==> src/rtl/dhc_pkg.sv <==
// Package for the disparity-to-hue colour unit.
// Widths, register indexes, sequencer states, divider request type and helpers.
// No dependencies.
package dhc_pkg;

    localparam int PIX_W  = 8;
    localparam int CH_W   = 8;
    localparam int LVL_W  = 9;
    localparam int CIDX_W = 2;
    localparam int CDAT_W = 9;
    localparam int DIVD_W = 16;
    localparam int FRAC_W = 6;
    localparam int KW     = 17;
    localparam int NW     = 27;

    localparam logic [LVL_W-1:0] LVL_ONE = 9'd256;
    localparam logic signed [KW-1:0] K_FULL = 17'sd15360;
    localparam logic signed [NW-1:0] DEN = 27'sd3932160;
    localparam logic [FRAC_W-1:0] SIXTY = 6'd60;

    typedef enum logic [CIDX_W-1:0] {
        REG_MAX_DISP = 2'd0,
        REG_SAT      = 2'd1,
        REG_VAL      = 2'd2
    } reg_idx_t;

    typedef enum logic [2:0] {
        ST_IDLE,
        ST_DIV,
        ST_MUL,
        ST_DONE
    } state_t;

    typedef enum logic [1:0] {
        K_P,
        K_Q,
        K_T,
        K_V
    } kind_t;

    typedef struct packed {
        logic              start;
        logic [DIVD_W-1:0] dividend;
        logic [PIX_W-1:0]  divisor;
    } div_req_t;

    // HSV sector table: which term feeds channel ch (0 blue, 1 green, 2 red)
    function automatic kind_t chan_kind(input logic [2:0] hi, input logic [1:0] ch);
        kind_t b;
        kind_t g;
        kind_t r;
        case (hi)
            3'd0:    begin b = K_P; g = K_T; r = K_V; end
            3'd1:    begin b = K_P; g = K_V; r = K_Q; end
            3'd2:    begin b = K_T; g = K_V; r = K_P; end
            3'd3:    begin b = K_V; g = K_Q; r = K_P; end
            3'd4:    begin b = K_V; g = K_P; r = K_T; end
            default: begin b = K_Q; g = K_P; r = K_V; end
        endcase
        case (ch)
            2'd0:    chan_kind = b;
            2'd1:    chan_kind = g;
            default: chan_kind = r;
        endcase
    endfunction

endpackage

==> src/rtl/dhc_if.sv <==
// Channel interfaces for the disparity-to-hue colour unit.
// Pixel request, colour result and configuration write; depends on dhc_pkg.
interface dhc_pix_if;
    logic                     valid;
    logic                     ready;
    logic                     op;
    logic [dhc_pkg::PIX_W-1:0] pixel;
    logic                     frame_start;
    modport source (output valid, output op, output pixel, output frame_start, input ready);
    modport sink   (input valid, input op, input pixel, input frame_start, output ready);
endinterface

interface dhc_rgb_if;
    logic                     valid;
    logic                     ready;
    logic [dhc_pkg::CH_W-1:0] blue;
    logic [dhc_pkg::CH_W-1:0] green;
    logic [dhc_pkg::CH_W-1:0] red;
    modport source (output valid, output blue, output green, output red, input ready);
    modport sink   (input valid, input blue, input green, input red, output ready);
endinterface

interface dhc_cfg_if;
    logic                       valid;
    logic                       ready;
    logic [dhc_pkg::CIDX_W-1:0] index;
    logic [dhc_pkg::CDAT_W-1:0] data;
    modport source (output valid, output index, output data, input ready);
    modport sink   (input valid, input index, input data, output ready);
endinterface

==> src/rtl/dhc_div.sv <==
// Iterative restoring divider, one quotient bit per cycle, 8 quotient bits.
// Caller guarantees the quotient fits in 8 bits; depends on dhc_pkg.
module dhc_div (
    input  logic                       clk,
    input  logic                       rst_n,
    input  dhc_pkg::div_req_t          req,
    output logic                       done,
    output logic [dhc_pkg::PIX_W-1:0]  quotient
);
    import dhc_pkg::*;

    logic [PIX_W-1:0] rem_reg, rem_next;
    logic [PIX_W-1:0] quo_reg, quo_next;
    logic [PIX_W-1:0] dsr_reg, dsr_next;
    logic [2:0]       cnt_reg, cnt_next;
    logic             busy_reg, busy_next;
    logic             done_reg, done_next;
    logic [PIX_W:0]   trial;
    logic             fits;

    always_comb
    begin
        trial     = {rem_reg, quo_reg[PIX_W-1]};
        fits      = trial >= {1'b0, dsr_reg};
        rem_next  = rem_reg;
        quo_next  = quo_reg;
        dsr_next  = dsr_reg;
        cnt_next  = cnt_reg;
        busy_next = busy_reg;
        done_next = 1'b0;
        if (req.start)
        begin
            rem_next  = req.dividend[DIVD_W-1:PIX_W];
            quo_next  = req.dividend[PIX_W-1:0];
            dsr_next  = req.divisor;
            cnt_next  = '0;
            busy_next = 1'b1;
        end
        else if (busy_reg)
        begin
            rem_next = fits ? PIX_W'(trial - {1'b0, dsr_reg}) : trial[PIX_W-1:0];
            quo_next = {quo_reg[PIX_W-2:0], fits};
            cnt_next = cnt_reg + 3'd1;
            if (cnt_reg == 3'd7)
            begin
                busy_next = 1'b0;
                done_next = 1'b1;
            end
        end
    end

    always_ff @(posedge clk or negedge rst_n)
    begin
        if (!rst_n)
        begin
            busy_reg <= 1'b0;
            done_reg <= 1'b0;
            cnt_reg  <= '0;
        end
        else
        begin
            busy_reg <= busy_next;
            done_reg <= done_next;
            cnt_reg  <= cnt_next;
        end
    end

    always_ff @(posedge clk)
    begin
        rem_reg <= rem_next;
        quo_reg <= quo_next;
        dsr_reg <= dsr_next;
    end

    assign done     = done_reg;
    assign quotient = quo_reg;

endmodule

==> src/rtl/dhc_chan.sv <==
// Shared channel unit: k = 15360 - x*S, then n = V*k, clamp and scale by 255.
// Two register stages, one channel issued per cycle; depends on dhc_pkg.
module dhc_chan (
    input  logic                       clk,
    input  logic [dhc_pkg::FRAC_W-1:0] x,
    input  logic [dhc_pkg::LVL_W-1:0]  sat,
    input  logic [dhc_pkg::LVL_W-1:0]  val,
    output logic [dhc_pkg::CH_W-1:0]   chan
);
    import dhc_pkg::*;

    logic [14:0]            xs;
    logic signed [KW-1:0]   k_reg, k_next;
    logic signed [LVL_W:0]  vs;
    logic signed [NW-1:0]   n;
    logic [NW-1:0]          scaled;
    logic [CH_W-1:0]        chan_reg, chan_next;

    always_comb
    begin
        xs     = 15'(x) * 15'(sat);
        k_next = K_FULL - $signed({2'b00, xs});
    end

    always_comb
    begin
        vs     = $signed({1'b0, val});
        n      = NW'(vs) * NW'(k_reg);
        scaled = NW'(n[21:0]) * NW'(17);
        if (n <= 0)
            chan_next = '0;
        else if (n >= DEN)
            chan_next = 8'd255;
        else
            chan_next = scaled[25:18];
    end

    always_ff @(posedge clk)
    begin
        k_reg    <= k_next;
        chan_reg <= chan_next;
    end

    assign chan = chan_reg;

endmodule

==> src/rtl/disparity_to_hue_color_unit.sv <==
// Top level of the disparity-to-hue colour unit: sequencer, registers, state.
// Depends on dhc_pkg, dhc_if, dhc_div and dhc_chan.
//
// A scan request (op 0) updates the running maximum; the sequencer stays idle.
// A colour request (op 1) runs from acceptance to the next acceptance in steps:
// set up at acceptance, 8 steps of the divider for the hue plus one to finish,
// the shared two-stage channel unit (one channel issued per cycle), and the
// load of the output register, which waits until that register is free. Pixels
// that come out black (zero pixel or zero maximum) skip the arithmetic and go
// straight to the load. The result sits in an output register, so the next
// request is taken while it waits. Configuration writes are always ready.
module disparity_to_hue_color_unit (
    input  logic       clk,
    input  logic       rst_n,
    dhc_pix_if.sink    pix_in,
    dhc_rgb_if.source  pix_out,
    dhc_cfg_if.sink    cfg
);
    import dhc_pkg::*;

    state_t state_reg, state_next;

    logic [PIX_W-1:0] max_disp_reg, max_disp_next;
    logic [LVL_W-1:0] sat_reg, sat_next;
    logic [LVL_W-1:0] val_reg, val_next;
    logic [PIX_W-1:0] run_max_reg, run_max_next;

    logic             black_reg, black_next;
    logic [2:0]       mul_cnt_reg, mul_cnt_next;
    logic [2:0]       hi_reg, hi_next;
    logic [FRAC_W-1:0] r_reg, r_next;
    logic [CH_W-1:0]  blue_reg, blue_next;
    logic [CH_W-1:0]  green_reg, green_next;
    logic [CH_W-1:0]  red_reg, red_next;

    logic             out_valid_reg, out_valid_next;
    logic [CH_W-1:0]  out_b_reg, out_b_next;
    logic [CH_W-1:0]  out_g_reg, out_g_next;
    logic [CH_W-1:0]  out_r_reg, out_r_next;

    logic             accept;
    logic             out_free;
    logic [PIX_W-1:0] m_sel;
    logic [PIX_W-1:0] d_clamp;
    logic [PIX_W-1:0] diff;
    logic [PIX_W-1:0] scan_base;
    logic             is_black;
    div_req_t         div_req;
    logic             div_done;
    logic [PIX_W-1:0] quotient;
    kind_t            kind;
    logic [FRAC_W-1:0] x_sel;
    logic [CH_W-1:0]  chan;

    dhc_div u_div (
        .clk      (clk),
        .rst_n    (rst_n),
        .req      (div_req),
        .done     (div_done),
        .quotient (quotient)
    );

    dhc_chan u_chan (
        .clk  (clk),
        .x    (x_sel),
        .sat  (sat_reg),
        .val  (val_reg),
        .chan (chan)
    );

    assign accept   = pix_in.valid && pix_in.ready;
    assign out_free = !out_valid_reg || pix_out.ready;

    always_comb
    begin
        m_sel    = (max_disp_reg != '0) ? max_disp_reg : run_max_reg;
        d_clamp  = (pix_in.pixel > m_sel) ? m_sel : pix_in.pixel;
        diff     = m_sel - d_clamp;
        is_black = (m_sel == '0) || (pix_in.pixel == '0);
    end

    // next state
    always_comb
    begin
        state_next = state_reg;
        unique case (state_reg)
            ST_IDLE:
            begin
                if (accept && pix_in.op)
                    state_next = is_black ? ST_DONE : ST_DIV;
            end
            ST_DIV:
            begin
                if (div_done)
                    state_next = ST_MUL;
            end
            ST_MUL:
            begin
                if (mul_cnt_reg == 3'd4)
                    state_next = ST_DONE;
            end
            ST_DONE:
            begin
                if (out_free)
                    state_next = ST_IDLE;
            end
            default: state_next = ST_IDLE;
        endcase
    end

    // sequencer outputs
    always_comb
    begin
        pix_in.ready     = (state_reg == ST_IDLE);
        cfg.ready        = 1'b1;
        div_req.start    = accept && pix_in.op && !is_black;
        div_req.dividend = {diff, 8'd0} - {4'd0, diff, 4'd0};
        div_req.divisor  = m_sel;
        kind  = chan_kind(hi_reg, mul_cnt_reg[1:0]);
        x_sel = '0;
        case (kind)
            K_P:     x_sel = SIXTY;
            K_Q:     x_sel = r_reg;
            K_T:     x_sel = SIXTY - r_reg;
            default: x_sel = '0;
        endcase
    end

    // datapath
    always_comb
    begin
        max_disp_next  = max_disp_reg;
        sat_next       = sat_reg;
        val_next       = val_reg;
        run_max_next   = run_max_reg;
        black_next     = black_reg;
        mul_cnt_next   = mul_cnt_reg;
        hi_next        = hi_reg;
        r_next         = r_reg;
        blue_next      = blue_reg;
        green_next     = green_reg;
        red_next       = red_reg;
        out_valid_next = out_valid_reg;
        out_b_next     = out_b_reg;
        out_g_next     = out_g_reg;
        out_r_next     = out_r_reg;
        scan_base      = pix_in.frame_start ? '0 : run_max_reg;

        if (cfg.valid && cfg.ready)
        begin
            unique case (cfg.index)
                REG_MAX_DISP: max_disp_next = cfg.data[PIX_W-1:0];
                REG_SAT:      sat_next      = cfg.data;
                REG_VAL:      val_next      = cfg.data;
                default:      ;
            endcase
        end

        if (accept)
        begin
            if (!pix_in.op)
                run_max_next = (pix_in.pixel > scan_base) ? pix_in.pixel : scan_base;
            else
                black_next = is_black;
        end

        if (state_reg == ST_DIV && div_done)
        begin
            mul_cnt_next = '0;
            if (quotient >= 8'd240)
            begin
                hi_next = 3'd4;
                r_next  = FRAC_W'(quotient - 8'd240);
            end
            else if (quotient >= 8'd180)
            begin
                hi_next = 3'd3;
                r_next  = FRAC_W'(quotient - 8'd180);
            end
            else if (quotient >= 8'd120)
            begin
                hi_next = 3'd2;
                r_next  = FRAC_W'(quotient - 8'd120);
            end
            else if (quotient >= 8'd60)
            begin
                hi_next = 3'd1;
                r_next  = FRAC_W'(quotient - 8'd60);
            end
            else
            begin
                hi_next = 3'd0;
                r_next  = FRAC_W'(quotient);
            end
        end

        if (state_reg == ST_MUL)
        begin
            mul_cnt_next = mul_cnt_reg + 3'd1;
            case (mul_cnt_reg)
                3'd2:    blue_next  = chan;
                3'd3:    green_next = chan;
                3'd4:    red_next   = chan;
                default: ;
            endcase
        end

        if (out_valid_reg && pix_out.ready)
            out_valid_next = 1'b0;
        if (state_reg == ST_DONE && out_free)
        begin
            out_valid_next = 1'b1;
            out_b_next     = black_reg ? '0 : blue_reg;
            out_g_next     = black_reg ? '0 : green_reg;
            out_r_next     = black_reg ? '0 : red_reg;
        end
    end

    always_ff @(posedge clk or negedge rst_n)
    begin
        if (!rst_n)
        begin
            state_reg     <= ST_IDLE;
            max_disp_reg  <= '0;
            sat_reg       <= LVL_ONE;
            val_reg       <= LVL_ONE;
            run_max_reg   <= '0;
            mul_cnt_reg   <= '0;
            out_valid_reg <= 1'b0;
        end
        else
        begin
            state_reg     <= state_next;
            max_disp_reg  <= max_disp_next;
            sat_reg       <= sat_next;
            val_reg       <= val_next;
            run_max_reg   <= run_max_next;
            mul_cnt_reg   <= mul_cnt_next;
            out_valid_reg <= out_valid_next;
        end
    end

    always_ff @(posedge clk)
    begin
        black_reg <= black_next;
        hi_reg    <= hi_next;
        r_reg     <= r_next;
        blue_reg  <= blue_next;
        green_reg <= green_next;
        red_reg   <= red_next;
        out_b_reg <= out_b_next;
        out_g_reg <= out_g_next;
        out_r_reg <= out_r_next;
    end

    assign pix_out.valid = out_valid_reg;
    assign pix_out.blue  = out_b_reg;
    assign pix_out.green = out_g_reg;
    assign pix_out.red   = out_r_reg;

endmodule
==> src/flat_wrapper.sv <==
// flat-port wrapper written by rule: the top's interface ports become plain ports
module disparity_to_hue_color_unit_flat import dhc_pkg::*;
  (clk, rst_n, pix_in_valid, pix_in_op, pix_in_pixel, pix_in_frame_start, pix_in_ready, pix_out_valid, pix_out_blue, pix_out_green, pix_out_red, pix_out_ready, cfg_valid, cfg_index, cfg_data, cfg_ready);
  dhc_pix_if pix_in_i ();
  dhc_rgb_if pix_out_i ();
  dhc_cfg_if cfg_i ();
  input  logic clk;
  input  logic rst_n;
  input wire logic [$bits(pix_in_i.valid)-1:0] pix_in_valid;
  input wire logic [$bits(pix_in_i.op)-1:0] pix_in_op;
  input wire logic [$bits(pix_in_i.pixel)-1:0] pix_in_pixel;
  input wire logic [$bits(pix_in_i.frame_start)-1:0] pix_in_frame_start;
  output wire logic [$bits(pix_in_i.ready)-1:0] pix_in_ready;
  output wire logic [$bits(pix_out_i.valid)-1:0] pix_out_valid;
  output wire logic [$bits(pix_out_i.blue)-1:0] pix_out_blue;
  output wire logic [$bits(pix_out_i.green)-1:0] pix_out_green;
  output wire logic [$bits(pix_out_i.red)-1:0] pix_out_red;
  input wire logic [$bits(pix_out_i.ready)-1:0] pix_out_ready;
  input wire logic [$bits(cfg_i.valid)-1:0] cfg_valid;
  input wire logic [$bits(cfg_i.index)-1:0] cfg_index;
  input wire logic [$bits(cfg_i.data)-1:0] cfg_data;
  output wire logic [$bits(cfg_i.ready)-1:0] cfg_ready;
  assign pix_in_i.valid = pix_in_valid;
  assign pix_in_i.op = pix_in_op;
  assign pix_in_i.pixel = pix_in_pixel;
  assign pix_in_i.frame_start = pix_in_frame_start;
  assign pix_in_ready = pix_in_i.ready;
  assign pix_out_valid = pix_out_i.valid;
  assign pix_out_blue = pix_out_i.blue;
  assign pix_out_green = pix_out_i.green;
  assign pix_out_red = pix_out_i.red;
  assign pix_out_i.ready = pix_out_ready;
  assign cfg_i.valid = cfg_valid;
  assign cfg_i.index = cfg_index;
  assign cfg_i.data = cfg_data;
  assign cfg_ready = cfg_i.ready;
  disparity_to_hue_color_unit u_core (.clk(clk), .rst_n(rst_n), .pix_in(pix_in_i), .pix_out(pix_out_i), .cfg(cfg_i));
endmodule
==> config.mk <==
export PLATFORM = sky130hd
export DESIGN_NAME = disparity_to_hue_color_unit_flat
export DESIGN_NICKNAME = d
export VERILOG_FILES = /design/src/rtl/dhc_pkg.sv /design/src/rtl/dhc_if.sv /design/src/rtl/dhc_div.sv /design/src/rtl/dhc_chan.sv /design/src/rtl/disparity_to_hue_color_unit.sv /design/src/flat_wrapper.sv
export SDC_FILE = /design/constraint.sdc
export NUM_CORES = 1
export LEC_CHECK = 0
export ABC_CLOCK_PERIOD_IN_PS = 8300
export BUFFER_PORTS_ARGS = -buffer_cell sky130_fd_sc_hd__buf_4
export CELL_PAD_IN_SITES_DETAIL_PLACEMENT = 1
export CELL_PAD_IN_SITES_GLOBAL_PLACEMENT = 1
export CORE_MARGIN = 1.5
export CORE_UTILIZATION = 35
export CTS_CLUSTER_SIZE = 25
export DETAILED_ROUTE_END_ITERATION = 16
export PLACE_DENSITY_LB_ADDON = 0.1
export SLEW_MARGIN = 30
export SYNTH_ARGS = -nofsm -noshare
export SYNTH_HDL_FRONTEND = slang
export SYNTH_SLANG_ARGS = --single-unit
==> constraint.sdc <==
create_clock -name clk -period 8.3 [get_ports clk]
set_input_delay 2.075 -clock clk [delete_from_list [all_inputs] [get_ports clk]]
set_output_delay 2.075 -clock clk [all_outputs]
set_load 0.01 [all_outputs]
; ---- Word level (Yosys, flattened, before mapping)
; Index checks and enable logic that the tools add are counted.
[word_totals]
regBits = 152
elab_cells = 142
[op_classes]
addsub = 11
n_mul = 3
order_cmp = 9
n_eq_ne = 20
mux = 40
bitwise = 1
reduce_logical = 34
[ops]
columns = op, n
row1 = $mux 8, 10
row2 = $mux 3, 10
row3 = $ge 26x23->1 const B, 1
row4 = $le 26x1->1 const B, 1
row5 = $mul 10x16->26, 1
row6 = $mul 22x5->26 const B, 1
row7 = $mux 6, 4
row8 = $sub 6x6->6 const B, 4
row9 = $eq 3x2->1 const B, 6
row10 = $pmux 2 s3, 3
row11 = $pmux 6 s3, 1
row12 = $ge 8x8->1 const B, 2
row13 = $gt 8x8->1, 2
row14 = $logic_not 8->1, 2
row15 = $reduce_and 2->1, 8
row16 = $sub 14x15->16 const A, 1
row17 = $sub 16x12->16, 1
row18 = $sub 8x8->8, 2
row19 = $mul 6x9->15, 1
row20 = $pmux 3 s4, 1
row21 = $eq 3x3->1 const B, 3
row22 = $ge 9x8->1, 1
row23 = $mux 1, 9
row24 = $ge 8x6->1 const B, 1
row25 = 20 further kinds, 42

; ---- Depth between registers and ports, before layout
; Gate-level depths: netlist (run 1).
[logic_depth]
ltp_word = 8
ltp_mapped = 30

; ---- By module
; A second synthesis (run 1) with hierarchy kept.
[hier_totals]
hier_cells = 1598
hier_area_um2 = 15945.3
[by_module_without_submodules]
columns = module, instances, cells_each, area_per_inst_um2, seq_area_each_um2
row1 = dhc_chan, 1, 953, 8713.4, 480.5
row2 = disparity_to_hue_color_unit, 1, 511, 5631.7, 2745.1
row3 = dhc_div, 1, 134, 1600.3, 845.8

; ---- Worst setup path before layout (run 1)
; OpenSTA, ideal clock, no wires.
[synth_timing]
kind = register to register
startpoint = register u_core.val_reg[6]
endpoint = register u_core.u_chan.chan_reg[7] (netlist: u_core.u_chan.chan[7])
t_arrival_ns = 6.794
required_ns = 8.179
slack_ns = 1.385
path_stages_with_launch = 28
path_buffers = 1
synth_period_minus_slack_ns = 6.915
cell_sequence = dfrtp_1 -> clkbuf_1 -> nand2_1 -> fa_1 -> inv_1 -> fa_1 -> fa_1 -> fa_1 -> inv_1 -> fa_1 -> inv_1 -> ha_1 -> a211oi_1 -> o211ai_1 -> a221oi_1 -> nand2_1 -> xor2_1 -> ha_1 -> ha_1 -> o211ai_1 -> a211oi_1 -> nand4_1 -> o211ai_1 -> nand3_1 -> o21a_1 -> or2_1 -> xnor2_1 -> a21boi_1
[synth_via]
elab_chain_len = 3
[synth_rtl]
columns = item, line
row1 = from (decl), disparity_to_hue_color_unit.sv:25  ; logic [LVL_W-1:0] val_reg, val_next;
row2 = from (signal assigned), disparity_to_hue_color_unit.sv:236  ; val_reg <= val_next;
row3 = $mul 10x16->26 (*), dhc_chan.sv:28  ; n = NW'(vs) * NW'(k_reg);
row4 = $mul 22x5->26 / $ge 26x23->1 (equally long branches), "dhc_chan.sv:29, dhc_chan.sv:32"
row5 = $mux 8, dhc_chan.sv:32  ; else if (n >= DEN)
row6 = to (signal assigned), dhc_chan.sv:41  ; chan_reg <= chan_next;
row7 = to (decl), dhc_chan.sv:17  ; logic [CH_W-1:0] chan_reg, chan_next;
; Every way passes the cells marked *; elsewhere a longest branch is shown, timed or not.
; A chain may end at the register's enable or synchronous reset.

; ---- Final worst setup path (run 1)
; Same ends and word-level chain as after synthesis.

==> flow_summary.ini, run 1 <==
[timing]
min_period_ns = 7.51
fin_crit_sh_pct = 90.5
fin_setup_tns_ns = 0
relSlewSlack_pct = 41.8
max_freq_ghz = 0.133
hold_viol_final = 0
setup_viol = 0
fin_hold_ws_ns = 0.470
worst_slack_ns = 0.789
finalMaxSlewViolations = 0
rsz0062_at_grt = false
max_slew.worst_pin.slew_ns = 0.872
fin_skew_ns = 0.0178

[place]
place_ws_ns = 0.740
place_area_um2 = 16300
port_buffers = 51
gp_congestion = 0.800
dpl.hpwl_um = 30600

[worst_hold_path]
hold_path_depth = 0
hold_class = reg2reg
min_from = u_core.u_chan.chan[0]

[yosys]
synth_seq_cells = 151
synthArstFlopShare_pct = 29.8
syn_area_um2 = 15200
synth_compound_area_share_pct = 10.2
ys_seq_area_share_pct = 26.7
synth_xor_area_share_pct = 3.91
synthSimpleGateAreaFrac_pct = 15.6
synthCells = 1500
synth_fp_nets = 1864
synth_top_family_by_area = adder cells
synthMuxAreaShare_pct = 3.21
synth.distinct_cells = 72
synthFlopType = edfxtp_1
yosys_warnings = 0
synthAdderAreaFrac_pct = 35.4
synth-edff-count = 82
synth.avg_cell_area_um2 = 10.2

[finish]
final_cell_mix = ha_1 (185), inv_1 (180), fa_1 (153)
largest_reg_flops = 16
drive_gt1_share_pct = 8.29
multi_input_area_um2 = 10400
fillers = 4889
final_nets = 1919
diodes = 0
fin_area_um2 = 16900
area_delta_synth_final_pct = 11.1
seq_area_um2 = 4070
layout_commonest_cell = ha_1

[clock_network]
cts_hold_buf = 0
cts_tree = done
cts-buffers-inserted = 17
cts_root_buf = clkbuf_16
post-cts-setup-buffers = 0
clock_latency_ns = 0.45
clkTransAtPathRegs_ns = 0.07
htreeDepth = 4
cts_max_path_buffers = 2
cts_resized = 0
clock_sinks = 151

[detailed_routing]
first_pass_iters = 4
ant_nets = 0
drt_iter0_markers = 331
routedWlPerCell_um = 17.5
postRouteWirelength_um = 37600
viasPerCell = 4.95
vias = 10700
drc = 0

[critical_path]
critPathCaptureType = register
arrival_ns = 7.89
start_kind = register
cp.depth = 27
reg2reg_from = u_core.val_reg[6]
max_stage_delay_ns = 0.73
worstPathRequired_ns = 8.68
rr_worst_depth = 27
cpMaxStageDelayCell = dfrtp_1
cp_max_fo = 17
crit_family = adder cells
critPathBufInv = 4
crit_type = reg2reg
cp-startpoint = u_core.val_reg[6]
crit_path_frequent_cell = fa_1

[die]
design.core.area_um2 = 43000
pin_count = 53
design.die.area_um2 = 44800
dieWidth_um = 212
initial_utilization_pct = 35.4
row_count = 76
die_h_um = 212

[global_route]
antenna_found_initial = 0
grt.total_usage_pct = 18.0
grt_max_degree = 46
grt_pass1_wl_um = 62900
grt_overflow = 0
grt_pass1_vias = 11700

[run_status]
run_status = completed

[flow_run]
cap_violations = 0
## stage by stage
step                      util, %  instances
after floorplan                 -       1500
after global placement       38.0       2121
after detailed placement     38.0       2121
after CTS                    39.4       2153
after global routing         39.4       2153
final                        39.4       2153
## final timing paths
path / end / slack, ns
max in group asynchronous: u_core.run_max_reg[4] / 6.22
worst max-delay path: u_core.u_chan.chan[7] / 0.79
worst min register to register: u_core.green_reg[0] / 0.47
worst max register to register: u_core.u_chan.chan[7] / 0.79
worst min-delay path: u_core.green_reg[0] / 0.47
min in group asynchronous: u_core.pix_out.valid / 1.63
## metal layers
metal / up-vias / part of all wire, % / GRT usage, %
met2: 76 / 48 / 30.8
met1: 5396 / 49 / 24.4
li1: 5171 / - / -
met5: - / 0 / 0
met4: 0 / 0.96 / 3.50
met3: 23 / 1.6 / 2.30
## cell usage after synthesis (6+ instances only)
cell      number  area, um^2
a21oi_1       70         350
dfxtp_1       24         480
nand2_1      128         480
fa_1         153        3060
mux2i_1       14         140
o21ai_0       19        95.1
a22o_1         8        70.1
a211oi_1      10        75.1
o21ai_1       33         165
nand2b_1      13        81.3
o31ai_1        6        45.0
nor2b_1       34         213
mux2_2        30         338
ha_1         185        2310
nand4_1        8        50.1
and2_1       140         876
nor3_1        13        65.1
o21a_1        18         135
nor2_1        63         236
o211ai_1       9        67.6
a21boi_1       8        60.1
dfrtp_1       43        1080
a21o_1        14         105
edfxtp_1      82        2460
clkbuf_1      20        75.1
nand3_1       18        90.1
inv_1        180         676
and3_1        16         100
xnor2_1       45         394
xor2_1        23         201
## layout make-up
type,instances,share of cell area (%)
Multi-Input combinational cell,1147,61.5
Sequential cell,151,24.1
Tap cell,585,4.33
Inverter,181,4.01
Clock buffer,18,2.54
Timing Repair Buffer,57,2.53
Clock inverter,14,1.01
## cells by family after synthesis
logic type,after synthesis
flip-flops,151
multiplexers,45
AND/OR/NAND/NOR,457
XOR/XNOR,68
AO/OA/AOI/OAI,237
other,1
buffers and inverters,202
adder cells (fa/ha/maj),339
## worst register-to-register path: stages (launching register included)
cell	delay (ns)
dfrtp_1	0.73
nand2_1	0.17
fa_1	0.55
inv_1	0.05
fa_1	0.47
fa_1	0.52
fa_1	0.54
inv_1	0.06
fa_1	0.54
inv_1	0.04
ha_1	0.37
a211oi_1	0.29
o211ai_1	0.15
a221oi_1	0.28
buf_4	0.19
nand2_1	0.06
xor2_1	0.30
ha_1	0.30
ha_1	0.30
a21oi_1	0.08
a211oi_1	0.26
nand4_1	0.14
o211ai_1	0.19
nand3_1	0.15
o21a_1	0.21
or2_1	0.22
xnor2_1	0.12
a21boi_1	0.15
Power of run 1 is left out: the tool's default activity adds up to more than one toggle a clock period on the data nets, which glitch-free logic cannot reach.
==> run 2, diff against run 1 <==
--- a/config.mk
+++ b/config.mk
@@ -9,11 +9,12 @@
 export BUFFER_PORTS_ARGS = -buffer_cell sky130_fd_sc_hd__buf_4
 export CELL_PAD_IN_SITES_DETAIL_PLACEMENT = 1
 export CELL_PAD_IN_SITES_GLOBAL_PLACEMENT = 1
+export CORE_ASPECT_RATIO = 1.2
 export CORE_MARGIN = 1.5
 export CORE_UTILIZATION = 35
 export CTS_CLUSTER_SIZE = 25
 export DETAILED_ROUTE_END_ITERATION = 16
-export PLACE_DENSITY_LB_ADDON = 0.1
+export PLACE_DENSITY = 0.6
 export SLEW_MARGIN = 30
 export SYNTH_ARGS = -nofsm -noshare
 export SYNTH_HDL_FRONTEND = slang
==> run 2 against run 1 <==
  * The flow now finishes with violations (DRC)
  * Core utilization shrank 0.12 points
  * Via count grew 0.14%
  * Critical path depth is the same
  * Maximum frequency shrank 1.5%
  * Sequential share of layout area grew 0.13 points
  * Hold slack gained 0.0029 ns
  * Register-to-register slack lost 0.11 ns
  * Final area shrank 0.52%
  * Critical endpoint unchanged
  * Largest cell class unchanged
==> flow_summary.ini, run 2 (synthesis results as in run 1) <==
[run_status]
run_status = finished, violations left
violations = DRC

[finish]
area_delta_synth_final_pct = 10.5
final_nets = 1918
layout_commonest_cell = ha_1
final_cell_mix = ha_1 (185), inv_1 (180), fa_1 (153)
largest_reg_flops = 16
diodes = 0
drive_gt1_share_pct = 8.42

[worst_hold_path]
hold_class = reg2reg
min_from = u_core.u_chan.chan[3]

[detailed_routing]
drc = 14
postRouteWirelength_um = 36200
vias = 10700
ant_nets = 0
first_pass_iters = 10
viasPerCell = 5.04
routedWlPerCell_um = 17.1
drt_iter0_markers = 312

[global_route]
grt_pass1_vias = 11800
grt_overflow = 0
grt_pass1_wl_um = 60900
antenna_found_initial = 0
grt_max_degree = 46
grt.total_usage_pct = 17.1

[clock_network]
clock_latency_ns = 0.45
htreeDepth = 4
cts-buffers-inserted = 17
clock_sinks = 151
cts_hold_buf = 0
cts_resized = 0
cts_tree = done
cts_max_path_buffers = 2
cts_root_buf = clkbuf_16
post-cts-setup-buffers = 0
clkTransAtPathRegs_ns = 0.06

[place]
gp_congestion = 0.783
port_buffers = 51
dpl.hpwl_um = 29900

[critical_path]
start_kind = register
worstPathRequired_ns = 8.64
r2r_slack_ns = 0.68
cp_max_fo = 17
critPathCaptureType = register
reg2reg_from = u_core.val_reg[6]
arrival_ns = 7.96
cp-startpoint = u_core.val_reg[6]
crit_type = reg2reg

[die]
row_count = 83
initial_utilization_pct = 35.5
dieWidth_um = 193
design.core.area_um2 = 42900
die_h_um = 232
design.die.area_um2 = 44800
pin_count = 53

[timing]
setup_viol = 0
hold_viol_final = 0
relSlewSlack_pct = 43.2
finalMaxSlewViolations = 0
max_freq_ghz = 0.131
fin_setup_tns_ns = 0
min_period_ns = 7.62
rsz0062_at_grt = false
max_slew.worst_pin.slew_ns = 0.846
fin_skew_ns = 0.0105
fin_crit_sh_pct = 91.8

[flow_run]
cap_violations = 0
-- run 2: cell types whose count changed in the layout (fill, tap and decap cells not counted), sizes merged --
| cell | delta |
|---|---|
| inv | -2 |
| clkinvlp | +2 |
| buf | -1 |
| clkinv | +2 |
| bufinv | -2 |
-- run 2: metal layers --
metal | wire length [um] | GRT usage, % | up-vias
met5 | 0 | 0 | -
met3 | 652 | 2.27 | 34
met4 | 626 | 4.77 | 0
met2 | 18400 | 31.1 | 108
li1 | - | - | 5171
met1 | 16500 | 21.0 | 5368
-- run 2: worst paths after layout --
check	cells past startpoint	end
setup reg to reg	27	u_core.u_chan.chan[7]
min in group asynchronous	1	u_core.run_max_reg[3]
max in group asynchronous	1	u_core.sat_reg[0]
hold reg to reg	0	u_core.red_reg[3]
hold / removal	0	u_core.red_reg[3]
setup / recovery	27	u_core.u_chan.chan[7]
-- run 2: critical path, stage by stage, from the launching register on --
cell and delay [ns]:
dfrtp_1 0.67, nand2_1 0.16, fa_1 0.57, inv_1 0.05, fa_1 0.46, fa_1 0.51
fa_1 0.55, inv_1 0.05, fa_1 0.52, inv_1 0.04, ha_1 0.36, a211oi_1 0.31
o211ai_1 0.16, a221oi_1 0.29, buf_4 0.19, nand2_1 0.06, xor2_1 0.31, ha_1 0.31
ha_1 0.21, a2111oi_0 0.52, o21ai_0 0.17, a21oi_1 0.21, o211ai_1 0.20, nand3_1 0.16
o21a_1 0.14, or2_1 0.11, xnor2_1 0.11, a21boi_1 0.08
-- run 2: cell type report --
type,instances,area (um^2)
Fill cell,4865,26100
Multi-Input combinational cell,1147,10400
Sequential cell,151,4070
Tap cell,552,691
Inverter,181,679
Clock buffer,18,429
Timing Repair Buffer,56,420
Clock inverter,14,128
-- run 2: stage by stage --
stage | hold slack (ns) | area, um^2 | instances | setup slack (ns) | util [%]
CTS | 0.483 | 16800 | 2119 | 0.649 | 39.2
finish | 0.473 | 16800 | 2119 | 0.678 | 39.3
floorplan | 0.421 | 15200 | 1500 | 1.38 | -
detailed placement | 0.461 | 16300 | 2087 | 0.688 | 37.9
global placement | 0.448 | 16300 | 2087 | 0.954 | 37.9
global route | 0.496 | 16800 | 2119 | 0.126 | 39.3
Power of run 2 is left out for the same reason.
==> run 3, diff against run 2 <==
--- a/config.mk
+++ b/config.mk
@@ -5,7 +5,7 @@
 export SDC_FILE = /design/constraint.sdc
 export NUM_CORES = 1
 export LEC_CHECK = 0
-export ABC_CLOCK_PERIOD_IN_PS = 8300
+export ABC_CLOCK_PERIOD_IN_PS = 9800
 export BUFFER_PORTS_ARGS = -buffer_cell sky130_fd_sc_hd__buf_4
 export CELL_PAD_IN_SITES_DETAIL_PLACEMENT = 1
 export CELL_PAD_IN_SITES_GLOBAL_PLACEMENT = 1
@@ -18,4 +18,5 @@
 export SLEW_MARGIN = 30
 export SYNTH_ARGS = -nofsm -noshare
 export SYNTH_HDL_FRONTEND = slang
+export SYNTH_HIERARCHICAL = 1
 export SYNTH_SLANG_ARGS = --single-unit
==> constraint.sdc (replaced) <==
create_clock -name clk -period 9.8 [get_ports clk]
set_input_delay 2.45 -clock clk [delete_from_list [all_inputs] [get_ports clk]]
set_output_delay 2.45 -clock clk [all_outputs]
set_load 0.01 [all_outputs]
==> run 3 against run 2 <==
  * Clock skew increased by 0.0086 ns
  * Die area increased by 4.6%
  * Wire length increased by 8.2%
  * First-iteration DRC count increased by 24%
  * Non-clock buffer count decreased by 2
  * Register-to-register slack improved by 1.2 ns
  * Via count increased by 7.7%
  * The run now ends clean
  * Clock-buffer cell count increased by 3
  * Area after synthesis increased by 4.7%
  * Synthesized cell count increased by 6.5%
==> flow_summary.ini, run 3 <==
[finish]
fillers = 5188
final_nets = 1996
largest_reg_flops = 16
layout_commonest_cell = ha_1
drive_gt1_share_pct = 9.34
diodes = 0
finalCoreUtilization_pct = 39.1
area_delta_synth_final_pct = 9.92
final_cell_mix = ha_1 (181), inv_1 (179), fa_1 (153)

[die]
initial_utilization_pct = 35.5
pin_count = 53
row_count = 85
design.core.area_um2 = 44900
die_h_um = 237
design.die.area_um2 = 46900
dieWidth_um = 198

[yosys]
synth_top_family_by_area = adder cells
yosys.area.top_type_share_pct = 19.2
synth_commonest_cells = ha_1 (181), inv_1 (179), fa_1 (153), nand2_1 (135), and2_1 (132)
synth_xor_area_share_pct = 3.33
synthArstFlopShare_pct = 29.8
synthCells = 1598
synthSimpleGateAreaFrac_pct = 17.0
ys_seq_area_share_pct = 25.5
synthMuxAreaShare_pct = 2.69
synthFlopType = edfxtp_1
synth_compound_area_share_pct = 12.4
yosys_warnings = 6
synth-edff-count = 82
synth_seq_cells = 151
synth.avg_cell_area_um2 = 9.98
syn_area_um2 = 15900
synth_area_leaders = fa_1 (19%), edfxtp_1 (15%), ha_1 (14%), dfrtp_1 (6.7%), and2_1 (5.2%)
yosysTopAreaCell = fa_1
post-synth-top-count-cell = ha_1
synthAdderAreaFrac_pct = 33.5
synth.distinct_cells = 103

[critical_path]
cp_max_fo = 17
start_kind = register
worstPathRequired_ns = 10.13
crit_type = reg2reg
critPathCaptureType = register
arrival_ns = 8.29

[global_route]
grt.total_usage_pct = 17.7
grt_max_degree = 46
antenna_found_initial = 0
grt_pass1_wl_um = 65600
grt_overflow = 0
grt_pass1_vias = 12600

[timing]
max_freq_ghz = 0.126
rsz0062_at_grt = false
fin_skew_ns = 0.0192
relSlewSlack_pct = 36.2
max_slew.worst_pin.slew_ns = 0.957
hold_viol_final = 0
min_period_ns = 7.96
fin_crit_sh_pct = 81.2
fin_setup_tns_ns = 0
setup_viol = 0
finalMaxSlewViolations = 0

[clock_network]
cts_root_buf = clkbuf_16
clock_latency_ns = 0.45
cts-buffers-inserted = 17
cts_max_path_buffers = 2
cts_resized = 0
clkTransAtPathRegs_ns = 0.06
cts_tree = done
htreeDepth = 4
post-cts-setup-buffers = 0
clock_sinks = 151
cts_hold_buf = 0

[detailed_routing]
ant_nets = 0
first_pass_iters = 4
top_layer_used = met4
drt_iter0_markers = 388
viasPerCell = 5.09
dr_wl_met3_um = 612
drc = 0
vias = 11500
wl_met1_um = 17900
routedWlPerCell_um = 17.3
wl_met2_um = 20000
postRouteWirelength_um = 39100

[flow_run]
cap_violations = 0

[run_status]
run_status = completed

[place]
dpl.hpwl_um = 32400
port_buffers = 51
gp_congestion = 0.797

[worst_hold_path]
hold_class = reg2reg
-- run 3: area by class of cell --
| class | instances | area (um^2) | area share (%) |
|---|---|---|---|
| multi-input cells | 1231 | 11000 | 63.0 |
| inverters | 181 | 679 | 3.88 |
| clock inverters | 11 | 81.3 | 0.464 |
| repair buffers | 54 | 405 | 2.31 |
| flip-flops and latches | 151 | 4070 | 23.2 |
| clock buffers | 21 | 493 | 2.81 |
| well taps | 609 | 762 | 4.35 |
-- run 3: worst paths after layout --
check | from | to | slack [ns] | cells past startpoint
min in group asynchronous | rst_n | u_core/mul_cnt_reg[1] | 2.03 | 1
max in group asynchronous | rst_n | u_core/val_reg[4] | 7.33 | 1
setup reg to reg | u_core/val_reg[6] | u_core/u_chan/chan[6] | 1.84 | 26
hold / removal | u_core/u_chan/chan[0] | u_core/red_reg[0] | 0.47 | 0
hold reg to reg | u_core/u_chan/chan[0] | u_core/red_reg[0] | 0.47 | 0
setup / recovery | u_core/val_reg[6] | u_core/u_chan/chan[6] | 1.84 | 26
-- run 3: kinds of logic after synthesis --
family,count (synthesis)
buf+inv,219
flops,151
fa+ha+maj,336
xor+xnor,59
compound gates,280
simple gates,512
mux,39
other cells,2
-- run 3: stage by stage --
step / std cells / setup WS (ns) / hold slack, ns / instance area [um^2]
6_report: 2258 / 1.84 / 0.471 / 17500
5_1_grt: 2258 / 1.22 / 0.485 / 17500
4_1_cts: 2258 / 1.79 / 0.480 / 17500
3_5_place_dp: 2226 / 1.83 / 0.452 / 17000
3_3_place_gp: 2226 / 1.97 / 0.476 / 16900
2_1_floorplan: 1601 / 2.69 / 0.421 / 16000
-- run 3: routing by layer --
| metal | global-route usage [%] | up-vias |
|---|---|---|
| li1 | - | 5570 |
| met1 | 21.9 | 5783 |
| met2 | 32.2 | 103 |
| met3 | 2.22 | 44 |
| met4 | 4.44 | 0 |
| met5 | 0 | - |
-- run 3: worst max-delay path, stage by stage, from the launching register on --
cell and delay (ns):
dfrtp_1 0.69, nand2_1 0.17, fa_1 0.56, inv_1 0.05, fa_1 0.46, fa_1 0.52, fa_1 0.54, inv_1 0.05
fa_1 0.53, inv_1 0.04, ha_1 0.39, a21oi_1 0.30, a21boi_1 0.15, or3_1 0.37, o21ai_0 0.31, a21oi_1 0.15
xnor2_1 0.37, inv_1 0.15, ha_1 0.31, ha_1 0.34, a21oi_1 0.17, o21ai_0 0.13, o31ai_1 0.44, a21boi_0 0.17
o21ai_0 0.22, xor2_1 0.17, a21oi_1 0.07
Power of run 3 is left out for the same reason.
